<file path="config.mk">
export PLATFORM = sky130hd
export DESIGN_NAME = float_integer_power_core
export DESIGN_NICKNAME = d
export VERILOG_FILES = /design/src/sv/fip_pkg.sv /design/src/sv/float_integer_power_core.sv /design/src/sv/fip_fpu.sv
export SDC_FILE = /design/constraint.sdc
export NUM_CORES = 2
export LEC_CHECK = 0
export BUFFER_PORTS_ARGS = -buffer_cell sky130_fd_sc_hd__buf_2
export CORE_UTILIZATION = 50
export DETAILED_ROUTE_END_ITERATION = 12
export PLACE_DENSITY = 0.66
export SYNTH_ARGS = -nofsm -noshare
export SYNTH_HDL_FRONTEND = slang
export SYNTH_HIERARCHICAL = 1
export SYNTH_SLANG_ARGS = --single-unit
</file>
<file path="constraint.sdc">
create_clock -name clk -period 25.5 [get_ports clk]
set_clock_uncertainty 0.15 [all_clocks]
set_input_delay 0 -clock clk [delete_from_list [all_inputs] [get_ports clk]]
set_output_delay 0 -clock clk [all_outputs]
set_load 0.01 [all_outputs]
</file>
<file path="src/sv/fip_pkg.sv">
// Shared types, codes and binary64 constants for the integer power core.
// Depends on nothing; used by fip_fpu and float_integer_power_core.
package fip_pkg;

	localparam int unsigned WORD_W = 64;
	localparam int unsigned SIG_W  = 53;
	localparam int unsigned MANT_W = 106;
	localparam int unsigned EXP_W  = 13;
	localparam int unsigned CNT_W  = 7;

	localparam logic [WORD_W-1:0] ONE_BITS    = 64'h3FF0_0000_0000_0000;
	localparam logic [WORD_W-1:0] DEF_NAN     = 64'hFFF8_0000_0000_0000;
	localparam logic [WORD_W-1:0] QUIET_BIT   = 64'h0008_0000_0000_0000;
	localparam logic [WORD_W-1:0] EXP_MIN_INT = 64'h8000_0000_0000_0000;
	localparam logic [10:0]       EXP_ALL1    = 11'h7FF;

	typedef logic signed [EXP_W-1:0] exp_t;

	typedef enum logic {
		OP_MUL,
		OP_RECIP
	} fpu_op_t;

	typedef enum logic [2:0] {
		F_IDLE,
		F_PROD,
		F_SUM,
		F_DNORM,
		F_DIV,
		F_NORM,
		F_ROUND,
		F_DONE
	} fpu_state_t;

	typedef enum logic [2:0] {
		T_IDLE,
		T_RECIP,
		T_CHECK,
		T_MUL,
		T_SQR,
		T_OUT
	} top_state_t;

	typedef struct packed {
		logic    start;
		fpu_op_t op;
	} fpu_ctl_t;

	function automatic logic [MANT_W-1:0] place_prod(input logic [53:0] p,
			input logic [1:0] pos);
		logic [MANT_W-1:0] r;
		unique case (pos)
			2'd0:    r = {52'b0, p};
			2'd1:    r = {25'b0, p, 27'b0};
			2'd2:    r = {p[51:0], 54'b0};
			default: r = '0;
		endcase
		return r;
	endfunction

endpackage

</file>
<file path="src/sv/float_integer_power_core.sv">
// Binary64 base raised to a signed 64-bit integer power by square-and-multiply.
// Up to two multiplies per exponent bit, plus a reciprocal of the base when the
// exponent is negative.
// One word at a time: in_stall stays high until the result is in the output register.
// Throughput is set by the single shared multiply/divide/round unit.
// Reset clears the sequencer and output valid; payload registers are not reset.
module float_integer_power_core (
	input  logic                       clk,
	input  logic                       arst_n,
	input  logic                       in_valid,
	output logic                       in_stall,
	input  logic [fip_pkg::WORD_W-1:0] base_bits,
	input  logic signed [fip_pkg::WORD_W-1:0] exponent,
	output logic                       out_valid,
	input  logic                       out_stall,
	output logic [fip_pkg::WORD_W-1:0] power_bits
);
	import fip_pkg::*;

	top_state_t state_q, state_d;

	logic [WORD_W-1:0] acc_q, b_q, out_q;
	logic [62:0]       n_q;
	logic              min_q, busy_q, out_valid_q;
	fpu_ctl_t          ctl;
	logic              fpu_done;
	logic [WORD_W-1:0] fpu_res, fpu_a;
	logic              in_acc, compute;

	assign in_acc  = in_valid && !in_stall;
	assign compute = (state_q == T_RECIP) || (state_q == T_MUL) || (state_q == T_SQR);

	always_comb begin
		ctl.start = compute && !busy_q;
		ctl.op    = (state_q == T_RECIP) ? OP_RECIP : OP_MUL;
		fpu_a     = (state_q == T_MUL) ? acc_q : b_q;
	end

	fip_fpu u_fpu (
		.clk    (clk),
		.arst_n (arst_n),
		.ctl    (ctl),
		.a      (fpu_a),
		.b      (b_q),
		.done   (fpu_done),
		.res    (fpu_res)
	);

	always_ff @(posedge clk or negedge arst_n) begin
		if (!arst_n) begin
			state_q     <= T_IDLE;
			busy_q      <= 1'b0;
			out_valid_q <= 1'b0;
		end else begin
			state_q <= state_d;
			if (ctl.start)
				busy_q <= 1'b1;
			else if (fpu_done)
				busy_q <= 1'b0;
			if (state_q == T_OUT && !(out_valid_q && out_stall))
				out_valid_q <= 1'b1;
			else if (out_valid_q && !out_stall)
				out_valid_q <= 1'b0;
		end
	end

	always_comb begin
		state_d = state_q;
		unique case (state_q)
			T_IDLE: begin
				if (in_acc)
					state_d = exponent[63] ? T_RECIP : T_CHECK;
			end
			T_RECIP: if (fpu_done) state_d = T_CHECK;
			T_CHECK: begin
				priority if (n_q == '0)
					state_d = T_OUT;
				else if (n_q[0])
					state_d = T_MUL;
				else
					state_d = T_SQR;
			end
			T_MUL: begin
				if (fpu_done)
					state_d = (n_q == 63'd1) ? T_CHECK : T_SQR;
			end
			T_SQR: if (fpu_done) state_d = T_CHECK;
			T_OUT: if (!(out_valid_q && out_stall)) state_d = T_IDLE;
			default: state_d = T_IDLE;
		endcase
	end

	always_ff @(posedge clk) begin
		unique case (state_q)
			T_IDLE: begin
				b_q   <= base_bits;
				acc_q <= ONE_BITS;
				min_q <= (exponent == EXP_MIN_INT);
				if (!exponent[63])
					n_q <= exponent[62:0];
				else if (exponent == EXP_MIN_INT)
					n_q <= '1;
				else
					n_q <= 63'(-exponent);
			end
			T_RECIP: begin
				if (fpu_done) begin
					b_q <= fpu_res;
					if (min_q)
						acc_q <= fpu_res;
				end
			end
			T_MUL: begin
				if (fpu_done) begin
					acc_q <= fpu_res;
					if (n_q == 63'd1)
						n_q <= '0;
				end
			end
			T_SQR: begin
				if (fpu_done) begin
					b_q <= fpu_res;
					n_q <= {1'b0, n_q[62:1]};
				end
			end
			T_OUT: begin
				if (!(out_valid_q && out_stall))
					out_q <= acc_q;
			end
			default: ;
		endcase
	end

	assign in_stall   = (state_q != T_IDLE);
	assign out_valid  = out_valid_q;
	assign power_bits = out_q;

`ifndef SYNTH
	a_done_when_busy: assert property (@(posedge clk) disable iff (!arst_n)
		fpu_done |-> busy_q && compute)
		else $error("fpu done outside a compute step");

	a_out_from_seq: assert property (@(posedge clk) disable iff (!arst_n)
		$rose(out_valid) |-> $past(state_q) == T_OUT)
		else $error("output valid raised outside output step");

	a_sqr_shift: assert property (@(posedge clk) disable iff (!arst_n)
		(state_q == T_SQR && fpu_done) |=> n_q == {1'b0, $past(n_q[62:1])})
		else $error("exponent not shifted after square");
`endif

endmodule

</file>
<file path="src/sv/fip_fpu.sv">
// Iterative binary64 unit: multiply on a shared 27x27 multiplier, reciprocal by
// restoring division, then bit-serial normalize and round to nearest even.
// Depends on fip_pkg.
module fip_fpu (
	input  logic                       clk,
	input  logic                       arst_n,
	input  fip_pkg::fpu_ctl_t          ctl,
	input  logic [fip_pkg::WORD_W-1:0] a,
	input  logic [fip_pkg::WORD_W-1:0] b,
	output logic                       done,
	output logic [fip_pkg::WORD_W-1:0] res
);
	import fip_pkg::*;

	fpu_state_t state_q, state_d;

	logic [SIG_W-1:0]  sa_q, sb_q;
	logic [MANT_W-1:0] m_q;
	logic [53:0]       rem_q;
	exp_t              e_q;
	logic              sgn_q, stk_q;
	logic [CNT_W-1:0]  cnt_q;
	logic [53:0]       prod_s1;
	logic [1:0]        pos_s1;
	logic [WORD_W-1:0] res_q;

	logic [10:0]       ea, eb;
	logic [SIG_W-1:0]  siga, sigb;
	logic              a_nan, b_nan, a_inf, b_inf, a_zero, b_zero;
	logic [26:0]       mx, my;
	logic [1:0]        mpos;
	logic [53:0]       rem_sub;
	logic              rem_ge;
	logic [10:0]       expf;
	logic              guard, sticky, rup;

	always_comb begin
		ea     = a[62:52];
		eb     = b[62:52];
		siga   = {ea != 11'd0, a[51:0]};
		sigb   = {eb != 11'd0, b[51:0]};
		a_nan  = (ea == EXP_ALL1) && (a[51:0] != '0);
		b_nan  = (eb == EXP_ALL1) && (b[51:0] != '0);
		a_inf  = (ea == EXP_ALL1) && (a[51:0] == '0);
		b_inf  = (eb == EXP_ALL1) && (b[51:0] == '0);
		a_zero = (a[62:0] == '0);
		b_zero = (b[62:0] == '0);
	end

	always_comb begin
		unique case (cnt_q[1:0])
			2'd0: begin
				mx = sa_q[26:0];
				my = sb_q[26:0];
				mpos = 2'd0;
			end
			2'd1: begin
				mx = {1'b0, sa_q[52:27]};
				my = sb_q[26:0];
				mpos = 2'd1;
			end
			2'd2: begin
				mx = sa_q[26:0];
				my = {1'b0, sb_q[52:27]};
				mpos = 2'd1;
			end
			default: begin
				mx = {1'b0, sa_q[52:27]};
				my = {1'b0, sb_q[52:27]};
				mpos = 2'd2;
			end
		endcase
	end

	always_comb begin
		rem_ge  = rem_q >= {1'b0, sb_q};
		rem_sub = rem_ge ? (rem_q - {1'b0, sb_q}) : rem_q;
		expf    = m_q[105] ? e_q[10:0] : 11'd0;
		guard   = m_q[52];
		sticky  = stk_q | (|m_q[51:0]);
		rup     = guard & (sticky | m_q[53]);
	end

	always_ff @(posedge clk or negedge arst_n) begin
		if (!arst_n) begin
			state_q <= F_IDLE;
		end else begin
			state_q <= state_d;
		end
	end

	always_comb begin
		state_d = state_q;
		unique case (state_q)
			F_IDLE: begin
				if (ctl.start) begin
					if (ctl.op == OP_MUL) begin
						if (a_nan || b_nan || a_inf || b_inf || a_zero || b_zero)
							state_d = F_DONE;
						else
							state_d = F_PROD;
					end else begin
						if (b_nan || b_inf || b_zero)
							state_d = F_DONE;
						else
							state_d = F_DNORM;
					end
				end
			end
			F_PROD:  if (cnt_q[1:0] == 2'd3) state_d = F_SUM;
			F_SUM:   state_d = F_NORM;
			F_DNORM: if (sb_q[52]) state_d = F_DIV;
			F_DIV:   if (cnt_q == CNT_W'(MANT_W - 1)) state_d = F_NORM;
			F_NORM: begin
				if (!(e_q < 1) && !(!m_q[105] && e_q > 1))
					state_d = F_ROUND;
			end
			F_ROUND: state_d = F_DONE;
			F_DONE:  state_d = F_IDLE;
			default: state_d = F_IDLE;
		endcase
	end

	always_ff @(posedge clk) begin
		prod_s1 <= mx * my;
		pos_s1  <= mpos;
		unique case (state_q)
			F_IDLE: begin
				cnt_q <= '0;
				stk_q <= 1'b0;
				m_q   <= '0;
				if (ctl.op == OP_MUL) begin
					sgn_q <= a[63] ^ b[63];
					sa_q  <= siga;
					sb_q  <= sigb;
					e_q   <= exp_t'({2'b0, (ea == 11'd0) ? 11'd1 : ea})
						+ exp_t'({2'b0, (eb == 11'd0) ? 11'd1 : eb}) - exp_t'(1022);
					priority if (a_nan)
						res_q <= a | QUIET_BIT;
					else if (b_nan)
						res_q <= b | QUIET_BIT;
					else if ((a_inf && b_zero) || (a_zero && b_inf))
						res_q <= DEF_NAN;
					else if (a_inf || b_inf)
						res_q <= {a[63] ^ b[63], EXP_ALL1, 52'b0};
					else
						res_q <= {a[63] ^ b[63], 63'b0};
				end else begin
					sgn_q <= b[63];
					sb_q  <= sigb;
					e_q   <= exp_t'({2'b0, (eb == 11'd0) ? 11'd1 : eb});
					rem_q <= 54'(1) << 52;
					priority if (b_nan)
						res_q <= b | QUIET_BIT;
					else if (b_inf)
						res_q <= {b[63], 63'b0};
					else
						res_q <= {b[63], EXP_ALL1, 52'b0};
				end
			end
			F_PROD: begin
				cnt_q <= cnt_q + 1'b1;
				if (cnt_q[1:0] != 2'd0)
					m_q <= m_q + place_prod(prod_s1, pos_s1);
			end
			F_SUM: m_q <= m_q + place_prod(prod_s1, pos_s1);
			F_DNORM: begin
				if (sb_q[52]) begin
					e_q <= exp_t'(2046) - e_q;
				end else begin
					sb_q <= {sb_q[51:0], 1'b0};
					e_q  <= e_q - exp_t'(1);
				end
			end
			F_DIV: begin
				cnt_q <= cnt_q + 1'b1;
				m_q   <= {m_q[MANT_W-2:0], rem_ge};
				rem_q <= {rem_sub[52:0], 1'b0};
				stk_q <= rem_sub != '0;
			end
			F_NORM: begin
				priority if (e_q < -exp_t'(108)) begin
					stk_q <= stk_q | (|m_q);
					m_q   <= '0;
					e_q   <= exp_t'(1);
				end else if (e_q < 1) begin
					stk_q <= stk_q | m_q[0];
					m_q   <= {1'b0, m_q[MANT_W-1:1]};
					e_q   <= e_q + exp_t'(1);
				end else if (!m_q[105] && e_q > 1) begin
					m_q <= {m_q[MANT_W-2:0], 1'b0};
					e_q <= e_q - exp_t'(1);
				end
			end
			F_ROUND: begin
				if (e_q > exp_t'(2046))
					res_q <= {sgn_q, EXP_ALL1, 52'b0};
				else
					res_q <= {sgn_q, {expf, m_q[104:53]} + 63'(rup)};
			end
			F_DONE: ;
			default: ;
		endcase
	end

	assign done = (state_q == F_DONE);
	assign res  = res_q;

endmodule
</file>
# [Word-level counts from Yosys, hierarchy flattened]
# Cells that the tools add are included.
# W data, S select, Z words.
[op_classes] n_addsub=11 bitwise=8 n_mux=75 mul=1 n_reduce_logical=80 order_cmp=5 n_eq_ne=40
[ops] operator="$mux W106" n=7
[ops] operator="$mux W63" n=9
[ops] operator="$pmux W106 S5" n=1
[ops] operator="$mux W64" n=8
[ops] operator="$pmux W106 S3" n=1
[ops] operator="$pmux W64 S2" n=2
[ops] operator="$add A106 B106 Y106" n=2
[ops] operator="$pmux W64 S3" n=1
[ops] operator="$logic_not A63 Y1" n=3
[ops] operator="$pmux W63 S3" n=1
[ops] operator="$mux W54" n=2
[ops] operator="$pmux W54 S2" n=1
[ops] operator="$pmux W53 S2" n=1
[ops] operator="$reduce_or A106 Y1" n=1
[ops] operator="$logic_not A52 Y1" n=2
[ops] operator="$reduce_bool A52 Y1" n=2
[ops] operator="$mux W13" n=5
[ops] operator="$eq A64 B64 Y1 const B" n=1
[ops] operator="$add A63 B1 Y63" n=1
[ops] operator="$eq A63 B1 Y1 const B" n=1
[ops] operator="$neg A63 Y63" n=1
[ops] operator="$ge A54 B53 Y1" n=1
[ops] operator="$mul A27 B27 Y54" n=1
[ops] operator="$mux W27" n=2
[ops] operator="other kinds (54)" n=163
[word_totals] register_bits=672 output_inout_bits=66 word_cells=241 input_bits=132

# [Logic depth before layout (Yosys ltp)]
[depth] depth_word=13 ltp_mapped=34

# [By module]
# Netlist, hierarchy kept.
[by_module_without_submodules] mod="fip_fpu" area_per_inst_um2=54385.9 cells_per_inst=6270 n_inst=1 seq_area_each_um2=11736.3
[by_module_without_submodules] mod="float_integer_power_core" area_per_inst_um2=12709.7 cells_per_inst=982 n_inst=1 seq_area_each_um2=7812.5

# [Worst setup path after synthesis]
# No wires, ideal clock.
[synth_timing] kind="reg-to-reg" start="register u_fpu.cnt_q[0]" end="register u_fpu.prod_s1[52]" setup_ps=118 t_arrival_ps=9165 stages_incl_launch_ff=32 path_slack_ps=16067 t_required_ps=25232 n_path_buf=3 period_less_slack_ps=9433 cell_sequence="edfxtp_1 -> inv_1 -> ha_1 -> clkbuf_1 -> nor2_1 -> clkbuf_1 -> mux2i_1 -> clkbuf_1 -> nor2_1 -> fa_1 -> fa_1 -> inv_1 -> fa_1 -> fa_1 -> fa_1 -> inv_1 -> fa_1 -> inv_1 -> fa_1 -> inv_1 -> ha_1 -> and3_2 -> nand4_1 -> or4_4 -> a311oi_2 -> a31oi_2 -> o211ai_2 -> a31oi_1 -> a211o_1 -> or3b_1 -> a311o_1 -> xnor2_1"
[synth_between] elab_chain_cells=4 word_cells_on_any_way=8 cone_classes="mul (1); eq/ne (2); mux (2); reduce/logical (3)"
[synth_lines] item="start: declaration" line="fip_fpu.sv:22" rtl="logic [CNT_W-1:0] cnt_q;"
[synth_lines] item="start signal: assignment" line="fip_fpu.sv:162" rtl="cnt_q <= cnt_q + 1'b1;"
[synth_lines] item="start signal: assignment" line="fip_fpu.sv:176" rtl="cnt_q <= cnt_q + 1'b1;"
[synth_lines] item="$eq A2 B2 Y1, or another cell as far along" line="fip_fpu.sv:51" rtl="unique case (cnt_q[1:0])"
[synth_lines] item="$reduce_or A2 Y1 (no line)"
[synth_lines] item="$mux W27" line="fip_fpu.sv:51"
[synth_lines] item="$mul A27 B27 Y54 *" line="fip_fpu.sv:125" rtl="prod_s1 <= mx * my;"
[synth_lines] item="end signal: assignment" line="fip_fpu.sv:125"
[synth_lines] item="end: declaration" line="fip_fpu.sv:23" rtl="logic [53:0] prod_s1;"
# Mark *: on every way between the ends. The rest lies on a longest branch, timed or not.
# A chain may end at the register's enable or synchronous reset.

# [Worst setup path in the final report]
# Ends and elaborated chain as after synthesis.

==> qor.yml <==
drv_cap: 0
finalNonFillerCells: 9285
syn_inst: 7252
final_max_slew_viol_count: 0
grt.total_usage_pct: 37.1
fmax_ghz: 0.0947
grt_max_degree: 77
postCtsSetupBuffers: 0
syn_to_final_growth_pct: 11.1
start_kind: "flop"
syn_area_per_cell_sq_um: 9.25
critPathCaptureType: "flop"
period_share_pct: 41.4
dpl.hpwl_um: 197000
path_clk_slew_ns: 0.06
async_flop_share_pct: 1.19
crit_top_cell: "fa_1"
die_w_um: 368
grt_pass1_wl_um: 373000
final.min_clock_period_ns: 10.56
ys_seq_area_share_pct: 29.1
fp-row-count: 134
drive_above_1_share_pct: 9.07
ios: 198
ys.warnings.count: 6
drt_wl_total_um: 254000
tritoncts: "done"
cts_root_buf: "clkbuf_16"
relSlewSlack_pct: 14.7
insertion_delay_ns: 0.71
gp_congestion: 1.04
clock_path_buffers: 3
synth-edff-count: 607
drtPass1Iterations: 8
dr.first_iter.drc_count: 7766
path_max_fanout: 73
yosys.area.top_type_share_pct: 27.2
cts_made_buffers: 77
grt_pass1_vias: 56400
clock-sinks: 671
ys_ff_latch: 671
setup_viol: 0
cts.htree.levels: 3
ant_nets: 0
antenna_found_initial: 16
fp.dieH_um: 368
rsz0062_at_grt: "no"
tightest_slew_ns: 1.27
synth_area_sq_mm: 0.0671
synth_area_leader_cell: "edfxtp_1"
critPathSlowestCell: "mux2i_2"
n_fill_cell: 12000
hold_viol: 0
path_class: "reg -> reg"
vias: 58200
design.core.area_sq_mm: 0.133
ctsResizeCount: 0
synth_nets: 8392
portBuffers: 197
ys.flop_type: "edfxtp_1"
max_stage_delay_ns: 0.98
nNetsFinal: 8586
ys_types: 95
via_per_inst: 6.27
post_drt_wl_per_cell_um: 27.3
die-area_sq_mm: 0.136
initial_core_util_pct: 50.3
dpl.cell_count: 8927
route.detailed.drc: 0
final_cell_mix: "nand2_1, inv_1, fa_1, edfxtp_1, nor2_1"
register_area_sq_mm: 0.0195
overflow: 0
required_ns: 25.91
multi_input_area_sq_mm: 0.0431
fin_setup_tns_ns: 0
crit_arrival_ns: 10.98
outcome: "complete, no violations"
hp-class: "in -> reg"
ys_top_cells_by_area: "edfxtp_1, fa_1, ha_1, nand2_1, inv_1"
-- metal layers --
| layer | GRT usage, % | routed length, um | vias up |
|---|---|---|---|
| li1 | - | - | 25300 |
| met1 | 52.4 | 104000 | 28900 |
| met2 | 54.3 | 108000 | 3432 |
| met3 | 9.11 | 29600 | 535 |
| met4 | 15.2 | 12100 | 6 |
| met5 | 0.178 | 47 | - |
-- through the flow --
stage	setup WS [ns]	util [%]	cell area, sq um	hold slack (ns)
finish	14.94	55.9	74500	0.0371
global route	14.45	55.9	74500	0.0308
global placement	15.20	52.4	69900	-0.281
detailed placement	15.05	52.4	69900	-0.279
CTS	15.03	55.9	74500	0.00206
floorplan	16.07	-	67100	-0.446
-- timing repair --
item                                    4_1_cts  5_1_grt
endpoints found under the setup margin        0        0
hold buffers                                208        0
endpoints found under the hold margin       151        0
-- synthesized netlist by cell type, drive strengths merged, types with 111 or more instances --
| cell type | number |
|---|---|
| nand3 | 111 |
| a21oi | 348 |
| nor2 | 583 |
| xor2 | 136 |
| a21o | 121 |
| nor4 | 117 |
| mux2 | 159 |
| fa | 627 |
| ha | 381 |
| inv | 865 |
| and2 | 143 |
| nand2 | 868 |
| edfxtp | 607 |
| o21ai | 357 |
| clkbuf | 363 |
| xnor2 | 183 |
-- sequential cells by signal, indices dropped and copies added (netlist names), 2 cells and up --
| name | flops |
|---|---|
| acc_q | 64 |
| power_bits | 64 |
| u_fpu/prod_s1 | 54 |
| u_fpu/rem_q | 53 |
| state_q | 3 |
| u_fpu/pos_s1 | 2 |
| u_fpu/m_q | 106 |
| n_q | 63 |
| u_fpu/state_q | 3 |
| u_fpu/sa_q | 53 |
| b_q | 64 |
| u_fpu/e_q | 13 |
| u_fpu/sb_q | 53 |
| u_fpu/cnt_q | 7 |
| u_fpu/res | 64 |
-- worst max-delay path, delay by kind of cell, from the launching register on --
kind	cells	cell delay, ns
adders and majority gates	9	4.24
AOI/OAI and AO/OA	6	1.82
and+or+nand+nor	6	1.61
buffers and inverters	6	1.01
muxes	1	0.98
DFF	1	0.43
xor gates and xnor gates	1	0.13
-- final timing paths --
check	cells past startpoint	startpoint	endpoint	slack, ns
hold reg to reg	0	acc_q[44]$_SDFFCE_PN0P_	power_bits[44]$_DFFE_PP_	0.30
max in group asynchronous	3	arst_n	out_valid$_DFFE_PN0P_	24.68
setup reg to reg	29	u_fpu/cnt_q[0]$_SDFFCE_PN0P_	u_fpu/prod_s1[52]$_DFF_P_	14.94
min in group asynchronous	3	arst_n	busy_q$_DFFE_PN0P_	0.19
setup / recovery	29	u_fpu/cnt_q[0]$_SDFFCE_PN0P_	u_fpu/prod_s1[52]$_DFF_P_	14.94
hold / removal	3	base_bits[29]	b_q[29]$_DFFE_PP_	0.04
-- layout make-up --
class                      instances  area share [%]
sequential                       671            26.2
clock buffer                      95            2.72
multi-input combinational       5316            57.8
tap                             1768            2.97
inverter                         865            4.36
antenna                            7          0.0235
timing repair buffer             515            5.22
clock inverter                    48           0.705
-- cells by family (layout without fill, tap and decap cells) --
family | Yosys count | after routing | synth area share, %
AND/OR/NAND/NOR | 2321 | 2321 | 16.1
adder cells (fa/ha/maj) | 1009 | 1009 | 25.8
other | 0 | 7 | 0
XOR/XNOR | 319 | 319 | 4.16
flip-flops | 671 | 671 | 29.1
AO/OA/AOI/OAI | 1402 | 1402 | 13.4
buffers and inverters | 1265 | 1523 | 7.12
multiplexers | 265 | 265 | 4.25
Power is not shown: default switching activity piles up to over one toggle a cycle in this logic, so the estimate is an artifact.
